## src/rtl/slt_pkg.sv

```systemverilog
// Package for the sorted list table.
// Holds the operation codes, the sequencer states and the cell control struct.
// No dependencies.
package slt_pkg;

    localparam int DEPTH_DEF = 64;
    localparam int KEY_W     = 32;
    localparam int POS_W     = 6;
    localparam int CNT_OUT_W = 7;

    typedef enum logic [1:0] {
        OP_INSERT = 2'd0,
        OP_REMOVE = 2'd1,
        OP_READ   = 2'd2,
        OP_CLEAR  = 2'd3
    } t_op;

    typedef enum logic {
        S_IDLE = 1'b0,
        S_EXEC = 1'b1
    } t_state;

    typedef struct packed {
        logic               ins;
        logic               rem;
        logic [KEY_W-1:0]   key;
    } t_cell_ctl;

endpackage

```

## src/rtl/slt_cell.sv

```systemverilog
// One cell of the sorted list table: holds one key, compares it with the
// key of the current item and shifts toward either neighbor.
// Depends on slt_pkg.
module slt_cell
    import slt_pkg::*;
(
    input  logic                i_clk,
    input  t_cell_ctl           i_ctl,
    input  logic                i_valid,
    input  logic                i_sel,
    input  logic                i_prev_lt,
    input  logic [KEY_W-1:0]    i_prev_key,
    input  logic [KEY_W-1:0]    i_next_key,
    output logic                o_lt,
    output logic                o_hit,
    output logic [KEY_W-1:0]    o_key,
    output logic [KEY_W-1:0]    o_rd
);

    logic [KEY_W-1:0] r_key;

    assign o_key = r_key;
    assign o_lt  = i_valid && ($signed(r_key) < $signed(i_ctl.key));
    assign o_hit = i_valid && !o_lt && i_prev_lt && (r_key == i_ctl.key);
    assign o_rd  = (i_valid && i_sel) ? r_key : '0;

    always_ff @(posedge i_clk) begin
        if (i_ctl.ins && !o_lt) begin
            r_key <= i_prev_lt ? i_ctl.key : i_prev_key;
        end else if (i_ctl.rem && !o_lt) begin
            r_key <= i_next_key;
        end
    end

endmodule
```

## config.mk

```make
export PLATFORM = sky130hd
export DESIGN_NAME = slt_cell
export DESIGN_NICKNAME = d
export VERILOG_FILES = /design/src/rtl/slt_pkg.sv /design/src/rtl/slt_cell.sv
export SDC_FILE = /design/constraint.sdc
export NUM_CORES = 1
export LEC_CHECK = 0
export ABC_AREA = 1
export BUFFER_PORTS_ARGS = -buffer_cell sky130_fd_sc_hd__buf_2
export CAP_MARGIN = 25
export CORE_AREA = 2 2 86 80
export DETAILED_ROUTE_END_ITERATION = 16
export DIE_AREA = 0 0 88 82
export PLACE_DENSITY = 0.91
export SLEW_MARGIN = 20
export SYNTH_ARGS = -nofsm -noshare
export SYNTH_HDL_FRONTEND = slang
export SYNTH_SLANG_ARGS = --single-unit
```

## constraint.sdc

```tcl
create_clock -name i_clk -period 6.68 [get_ports i_clk]
set_input_delay 1.002 -clock i_clk [delete_from_list [all_inputs] [get_ports i_clk]]
set_output_delay 1.002 -clock i_clk [all_outputs]
set_load 0.05 [all_outputs]
```

==> results of run 1 <==
-- metal layers --
layer / vias to the layer above / wire [microns] / part of all wire / GRT usage
li1: 1729 / - / - / -
met1: 1506 / 3502 / 0.41 / 0.2668
met2: 156 / 4289 / 0.51 / 0.4409
met3: 7 / 599 / 0.071 / 0.03417
met4: 0 / 81 / 0.0096 / 0.07692
met5: - / 0 / 0 / 0
-- area by class of cell --
cell class / instances / area, sq um / share of cell area
multi-input cells: 316 / 1610 / 0.4074
flip-flops and latches: 32 / 960.9 / 0.2431
repair buffers: 169 / 850.8 / 0.2153
inverters: 90 / 337.8 / 0.08547
well taps: 90 / 112.6 / 0.02849
clock buffers: 7 / 76.32 / 0.01931
clock inverters: 1 / 3.754 / 0.0009497
-- through the flow --
stage	power [uW]	cells	setup WS, ns
finish	1000	705	2.719
global route	1072	705	2.489
CTS	1007	705	2.728
detailed placement	860.5	697	2.750
global placement	843.2	697	2.806
floorplan	730.9	457	2.892
-- final timing paths --
kind                                startpoint         to  slack, ns
worst min register to register       o_key[31]  o_key[27]       1.37
worst max register to register       o_key[31]  o_key[20]       3.76
worst min-delay path            i_next_key[26]  o_key[26]       0.99
worst max-delay path                 i_ctl[23]       o_lt       2.72
-- layout by cell type, fill, tap and decap left out, types with 2 or more instances in the layout --
cell type	netlist	final
o21ai_0	32	32
buf_2	2	167
clkinv_1	1	2
nand3_1	33	33
buf_4	1	2
inv_1	88	88
nor2_2	2	2
nand2_2	1	2
ha_1	32	32
clkbuf_8	0	5
nand2_1	158	157
nor2_1	40	40
a21oi_1	10	10
edfxtp_1	32	32
clkbuf_1	10	2
nand4_1	2	2
-- worst max-delay path: stages --
cell,delay [ns]
buf_2,0.08
inv_1,0.06
ha_1,0.31
nand2_1,0.12
inv_1,0.06
nand2_1,0.06
nor2_1,0.05
nand2_1,0.10
inv_1,0.06
nand2_1,0.06
nand4_1,0.08
nand2_1,0.13
nand3_4,0.37
inv_1,0.13
buf_2,0.27
-- power groups by stage --
stage	sequential, uW	clock (uW)	combinational [uW]
after floorplan	459	0	272
after global placement	318	0	526
after detailed placement	321	0	540
after CTS	317	147	543
after global routing	323	154	595
final	316	144	540
-- logic make-up (layout without fill, tap and decap cells) --
kind of cell	after synthesis	count (layout)	synth area share
adders and majority gates	32	32	0.1325
AOI/OAI and AO/OA	43	43	0.07205
and+or+nand+nor	241	241	0.3275
buffers and inverters	109	267	0.1499
DFF	32	32	0.3180
==> summary.txt, run 1 <==
GRT
  • First-pass GRT wire length: 13.14 mm
  • Total GRT Usage: 0.2327
  • Largest net degree at the start of global routing: 64
  • Global route overflow: 0
  • Vias in the first global route: 3064
  • Initial antenna violation count: 0

Die
  • Die X: roughly 88 microns
  • Die Height: 82 microns
  • Row Count: 28
  • Initial Utilization: 0.4765
  • I/O Pins: 168
  • Core area: 6341 sq um
  • DIE AREA: slightly above 7000 sq um

Clock network
  • Post-CTS Repair Setup Buffers: 0
  • CTS H-tree depth: 2
  • CTS Buf Count: 5
  • Clock-pin slew on the worst setup and hold paths: 0.07 ns
  • Root buf cell: clkbuf_8
  • Hold-fix buffers at CTS: 0
  • Cts repair resizes: 0
  • Clock sinks: 32
  • Clock buffer depth: 2
  • Clock Latency Late Sink: 0.28 ns
  • CTS tree: done

Power
  • LEAKAGE: between 0.002 and 0.0025 uW
  • Pwr/cell area: 253.1 nW/um^2
  • P_int: 497.9 uW
  • Reg power frac: 0.316
  • Sw Ratio: 0.5022
  • Clock Power Share: 0.144
  • Gate power share: 0.540
  • Net Sw Power: 502.4 uW
  • Worst VDD drop: roughly 0.14 mV

Synth
  • FFs w/ async S/R, synth: 0
  • Post-synthesis net count: 591
  • Top cells by count, synth: nand2_1 (158), inv_1 (88), nor2_1 (40)
  • Mapped Cells: 457
  • Register area share after synthesis: 0.3180
  • Top-area cell type share of the netlist area: 0.3180
  • Number of enable flip-flop cells after synthesis: 32
  • Largest cells by area after synthesis: edfxtp_1 (32%), nand2_1 (20%), ha_1 (13%)
  • Post-Syn Area: roughly 3000 sq um
  • Synth area leader: edfxtp_1
  • Syn avg cell area: between 6 and 7 sq um
  • Number of synthesized register bits: 32
  • Yosys warning total: 0
  • Most frequent cell after synthesis: nand2_1
  • Ys flop type: edfxtp_1
  • Post-synthesis cell type count: 24

STA
  • Post-layout min period: 3.961 ns
  • Final Cycle Share: 0.5930
  • Hold Violations, Final: 0
  • RSZ-0062 raised after global routing: no
  • Slew HR: 0.5279
  • Worst hold slack: between 0.9 and 1 ns
  • Max Clk Rate: 252.4 MHz
  • Clock Skew: slightly above 0.01 ns
  • Slew Limit Fails: 0
  • Final setup fails: 0
  • Fin Setup TNS: 0 ns
  • Actual slew at the worst max-slew pin: around 0.7 ns

Layout
  • Finished Core Util: 0.6233
  • Number of fill cells: between 500 and 600
  • Antenna Cells: 0
  • Max reg flops: 32
  • Post-Layout Inst Area: around 4000 sq um
  • Layout cells sized above 1: 0.2959
  • Area Overhead vs Synth: 30.81%
  • # nets final: 748

Job
  • # Max-Cap Violations: 0

Place
  • DPL Wire Length: 6.447 mm
  • Area of placed instances: about 3900 sq um
  • Port Buffers: 167
  • Gp weighted congestion: 0.8310

Setup path
  • Reg2reg path depth: 14
  • Crit. End Element: output pin
  • CP arrival: 2.96 ns
  • Worst-path fanout max: 35
  • Startpoint types: input pin
  • Req. time, crit path: 5.68 ns
  • Crit Path Class: in -> out

Min path
  • Worst hold path class: in -> reg
  • Depth of the worst hold-timing path: 3

Routing
  • WL/cell: between 10 and 15 microns
  • Vias/cell: ~4.8
  • DRT Pass-1 Iters: 5
  • Residual antenna-violating net count after detailed routing: 0
  • Total number of vias: 3398
  • Drc violations: 0
  • Initial DRC count: 182
  • Final wirelength: 8.473 mm

Outcome
  • Outcome: finished clean
Power figures use the tool's default switching activity.
==> inputs of run 2 (changes only) <==
--- a/config.mk
+++ b/config.mk
@@ -8,10 +8,10 @@
 export ABC_AREA = 1
 export BUFFER_PORTS_ARGS = -buffer_cell sky130_fd_sc_hd__buf_2
 export CAP_MARGIN = 25
-export CORE_AREA = 2 2 86 80
+export CORE_AREA = 2 2 89 82
 export DETAILED_ROUTE_END_ITERATION = 16
-export DIE_AREA = 0 0 88 82
-export PLACE_DENSITY = 0.91
+export DIE_AREA = 0 0 91 84
+export PLACE_DENSITY = 0.86
 export SLEW_MARGIN = 20
 export SYNTH_ARGS = -nofsm -noshare
 export SYNTH_HDL_FRONTEND = slang
==> constraint.sdc (replaced) <==
create_clock -name i_clk -period 3.8 [get_ports i_clk]
set_input_delay 0.57 -clock i_clk [delete_from_list [all_inputs] [get_ports i_clk]]
set_output_delay 0.57 -clock i_clk [all_outputs]
set_load 0.05 [all_outputs]
==> summary.txt, run 2 (same netlist as run 1, synthesis figures left out) <==
Outcome
  • Outcome: finished clean

Setup path
  • CP arrival: ~2.4 ns
  • Reg2reg start: o_key[15]
  • Reg2reg path depth: 12
  • Worst-path fanout max: 19
  • Reg2reg setup slack: 0.99 ns
  • Req. time, crit path: 3.23 ns
  • Crit. End Element: output pin
  • Crit Path Class: reg -> out
  • Startpoint types: register
  • Reg-to-Reg End: o_key[22]

Routing
  • DRT Pass-1 Iters: 5
  • Total number of vias: 3385
  • Residual antenna-violating net count after detailed routing: 0
  • Final wirelength: slightly below 9 mm
  • Drc violations: 0
  • WL/cell: 12.45 microns
  • Vias/cell: 4.768
  • Initial DRC count: 164

GRT
  • Total GRT Usage: 0.2299
  • Met3 usage: 0.03523
  • Met1 GRT Util: 0.2794
  • GRT busiest layer: met2
  • Met2 global-route usage: 0.4162
  • Initial antenna violation count: 0
  • Global route overflow: 0
  • First-pass GRT wire length: 14.41 mm
  • Largest net degree at the start of global routing: 35
  • Vias in the first global route: 3190

Die
  • Die X: 91 microns
  • Row Count: 29
  • DIE AREA: 7644 sq um
  • Die Height: ~84 microns
  • I/O Pins: 168
  • Initial Utilization: 0.4430
  • Core area: between 6000 and 7000 sq um

STA
  • RSZ-0062 raised after global routing: no
  • Final setup fails: 0
  • Worst hold slack: 0.5470 ns
  • Slew HR: 0.4960
  • Final Cycle Share: 0.7765
  • Actual slew at the worst max-slew pin: 0.7513 ns
  • Post-layout min period: slightly below 3 ns
  • Clock Skew: 0.01125 ns
  • Setup ws final: 0.8494 ns
  • Fin Setup TNS: 0 ns
  • Hold Violations, Final: 0
  • Max Clk Rate: about 340 MHz
  • Slew Limit Fails: 0

Layout
  • Commonest non-fill, non-tap cell in the layout: buf_2
  • Antenna Cells: 0
  • Post-Layout Inst Area: ~4000 sq um
  • Most frequent cells in the layout: buf_2 (167), nand2_1 (158), inv_1 (88)
  • Area occupied by multi-input gates: 1608 sq um
  • Number of fill cells: 660
  • # nets final: between 700 and 800
  • Max reg flops: 32
  • Layout cells sized above 1: 0.2966
  • Area Overhead vs Synth: 31.59%
  • FF+latch area: 960.9 sq um

Place
  • Gp weighted congestion: 0.8624
  • Port Buffers: 167
  • DPL Wire Length: 6.791 mm
  • Area of placed instances: 3896 sq um
  • Post-Place Setup Slack: 0.7153 ns

Clock network
  • CTS H-tree depth: 2
  • Cts repair resizes: 0
  • Post-CTS Repair Setup Buffers: 0
  • CTS Buf Count: 5
  • Clock buffer depth: 2
  • Hold-fix buffers at CTS: 0
  • CTS tree: done
  • Clock sinks: 32
  • Root buf cell: clkbuf_8
  • Clock-pin slew on the worst setup and hold paths: approximately 0.070 ns
  • Clock Latency Late Sink: ~0.28 ns

Job
  • # Max-Cap Violations: 0

Min path
  • Depth of the worst hold-timing path: 3
  • Hold worst-path end: o_key[9]
  • Worst hold path class: in -> reg
  • Hold wc startpoint: i_next_key[9]

Power
  • Worst VDD drop: 0.2055 mV
  • Pwr/cell area: approximately 450 nW/um^2
  • LEAKAGE: 0.002465 uW
  • Total design power: 1773 uW
-- run 2: cell types whose count changed in the layout (fill, tap and decap cells not counted) --
cell	delta
buf_4	+1
nand2_2	-1
nand2_1	+1
buf_8	+1
-- run 2: area by class of cell --
cell class	count	area share
inverters	90	0.08496
well taps	93	0.02926
multi-input cells	316	0.4043
clock inverters	1	0.0009440
clock buffers	7	0.01919
flip-flops and latches	32	0.2417
repair buffers	171	0.2196
-- run 2: report_power, final --
part	switching [uW]	leakage (uW)	internal (uW)
combinational	702	0.00211	256
sequential	61.9	0.000320	496
clock	129	0.0000399	128
-- run 2: per-layer routing --
layer	vias up	routed length [microns]
li1	1730	-
met5	-	0
met2	150	4393
met4	0	73
met3	8	630
met1	1497	3745
-- run 2: worst max path at each step --
stage	start	endpoint	slack, ns	depth (start not counted)
CTS	o_key[15]	o_lt	0.84	12
global route	o_key[31]	o_lt	0.60	13
finish	o_key[15]	o_lt	0.85	12
floorplan	o_key[31]	o_key[0]	0.73	14
detailed placement	i_ctl[31]	o_key[15]	0.72	16
global placement	i_ctl[31]	o_key[13]	0.86	16
-- run 2: worst max-delay path, cell delays in order, from the launching register on --
cell,delay (ns)
edfxtp_1,0.42
ha_1,0.31
nand2_1,0.07
nor2_1,0.16
nand4_1,0.18
inv_1,0.09
nand2_1,0.05
nand2_1,0.05
nand2_1,0.06
nand3_2,0.10
nand3_4,0.23
inv_1,0.11
buf_2,0.26
-- run 2: stage by stage --
step             util  std cells
3_3_place_gp   0.5690        701
4_1_cts        0.5829        710
5_1_grt        0.5829        710
6_report       0.5829        710
2_1_floorplan       -        457
3_5_place_dp   0.5712        702
==> inputs of run 3 (changes only) <==
--- a/config.mk
+++ b/config.mk
@@ -8,10 +8,10 @@
 export ABC_AREA = 1
 export BUFFER_PORTS_ARGS = -buffer_cell sky130_fd_sc_hd__buf_2
 export CAP_MARGIN = 25
-export CORE_AREA = 2 2 89 82
+export CORE_AREA = 2 2 94 87
 export DETAILED_ROUTE_END_ITERATION = 16
-export DIE_AREA = 0 0 91 84
-export PLACE_DENSITY = 0.86
+export DIE_AREA = 0 0 96 89
+export PLACE_DENSITY = 0.81
 export SLEW_MARGIN = 20
 export SYNTH_ARGS = -nofsm -noshare
 export SYNTH_HDL_FRONTEND = slang
==> constraint.sdc (replaced) <==
create_clock -name i_clk -period 2.45 [get_ports i_clk]
set_input_delay 0.3675 -clock i_clk [delete_from_list [all_inputs] [get_ports i_clk]]
set_output_delay 0.3675 -clock i_clk [all_outputs]
set_load 0.05 [all_outputs]
==> summary.txt, run 3 (same netlist as run 1, synthesis figures left out) <==
Setup path
  • Reg-to-Reg End: o_key[5]
  • CP arrival: 2.14 ns
  • Reg2reg setup slack: 0 ns
  • Startpoint types: register
  • Crit Path Class: reg -> out
  • Crit. End Element: output pin
  • Reg2reg path depth: 13
  • Worst-path fanout max: 3
  • Reg2reg start: o_key[13]
  • Req. time, crit path: 2.08 ns

Place
  • Port Buffers: roughly 170
  • Gp weighted congestion: 0.7943
  • DPL Wire Length: 7.094 mm
  • Post-Place Setup Slack: -0.03197 ns

Layout
  • Finished Core Util: 0.5935
  • Max reg flops: 32
  • Commonest non-fill, non-tap cell in the layout: buf_2
  • Area occupied by multi-input gates: 1795 sq um
  • Antenna Cells: 0
  • Number of fill cells: approximately 720
  • FF+latch area: 960.9 sq um
  • Layout cells sized above 1: 0.3672
  • Most frequent cells in the layout: buf_2 (165), nand2_1 (151), inv_1 (86)
  • Area Overhead vs Synth: 46.71%
  • # nets final: a little under 800

Routing
  • DRT Pass-1 Iters: 4
  • Total number of vias: 3503
  • Drc violations: 0
  • Final wirelength: 9.778 mm
  • Vias/cell: about 4.8
  • Initial DRC count: 171
  • WL/cell: 13.29 microns
  • Residual antenna-violating net count after detailed routing: 0

Die
  • Core area: 7470 sq um
  • Die Height: 89 microns
  • DIE AREA: ~8500 sq um
  • Initial Utilization: 0.4045
  • Die X: 96 microns
  • I/O Pins: 168
  • Row Count: 30

STA
  • Setup ws final: -0.05310 ns
  • Final Cycle Share: 1.022
  • Actual slew at the worst max-slew pin: between 0.5 and 0.6 ns
  • Slew Limit Fails: 0
  • Max Clk Rate: about 400 MHz
  • RSZ-0062 raised after global routing: yes
  • Hold Violations, Final: 0
  • Fin Setup TNS: -0.1177 ns
  • Slew HR: 0.6500
  • Post-layout min period: 2.503 ns
  • Clock Skew: 0.003980 ns
  • Final setup fails: 17

Clock network
  • Root buf cell: clkbuf_8
  • Clock Latency Late Sink: ~0.28 ns
  • Clock buffer depth: 2
  • Clock-pin slew on the worst setup and hold paths: 0.07 ns
  • CTS Buf Count: 5
  • Clock sinks: 32
  • CTS tree: done
  • CTS H-tree depth: 2

GRT
  • Initial antenna violation count: 0
  • Total GRT Usage: 0.2099
  • Global route overflow: 0
  • First-pass GRT wire length: 14.01 mm
  • Largest net degree at the start of global routing: 38
  • Vias in the first global route: 3181

Min path
  • Worst hold path class: in -> reg
  • Depth of the worst hold-timing path: 3
  • Hold wc startpoint: i_next_key[30]
  • Hold worst-path end: o_key[30]

Power
  • Pwr/cell area: 685.9 nW/um^2
  • Total design power: 3041 uW
  • LEAKAGE: 0.002620 uW
  • Worst VDD drop: around 0.38 mV

Outcome
  • Outcome: finished, violations left
  • Failing checks: setup timing

Job
  • # Max-Cap Violations: 0
run 3: cell type report:
type,count,share of cell area
well taps,96,0.02710
clock buffers,5,0.01552
multi-input cells,317,0.4050
flip-flops and latches,32,0.2168
repair buffers,196,0.2585
inverters,90,0.07705
run 3: worst max-delay path: stages, from the launching register on:
cell and delay, ns:
edfxtp_1 0.45, ha_4 0.31, nand2_2 0.05, nor2_2 0.11
nand4_1 0.15, nor2_2 0.17, nand2_1 0.08, nand4_1 0.10
nand2_2 0.10, nand3_4 0.11, inv_1 0.08, buf_6 0.16
run 3: report_power, final:
group          internal [uW]  leakage, uW  switching (uW)
registers                769     0.000320            99.9
clock network            183    0.0000359             194
logic                    599      0.00226            1200
total                   1550      0.00262            1490
run 3: what timing repair did:
action	CTS	global route
endpoints found under the setup margin	14	66
hold buffers	0	0
cloned	0	3
pin swaps	8	15
endpoints found under the hold margin	0	0
buffers inserted	10	8
resized for setup	10	23
run 3: per-layer routing:
metal,routed length (microns),GRT usage,up-vias
met4,50,0.05455,0
met2,5067,0.3977,134
met5,0,0,-
li1,-,-,1781
met1,3901,0.2429,1581
met3,759,0.03626,7
run 3: worst max-delay path by stage:
stage                         start         to  slack, ns
after global routing      o_key[13]       o_lt      -0.18
after global placement    i_ctl[31]  o_key[23]       0.08
after CTS                 o_key[31]      o_hit      0.001
after detailed placement  i_ctl[31]   o_key[0]      -0.03
final                     o_key[13]       o_lt      -0.05
after floorplan           o_key[15]   o_key[0]      -0.32
run 3: per-stage QoR:
stage	std cells	cell area, sq um	hold WS [ns]
after floorplan	457	3059	0.5461
after global placement	710	3989	0.6295
after detailed placement	710	3989	0.6368
after global routing	736	4433	0.3646
final	736	4433	0.3520
after CTS	725	4163	0.3461
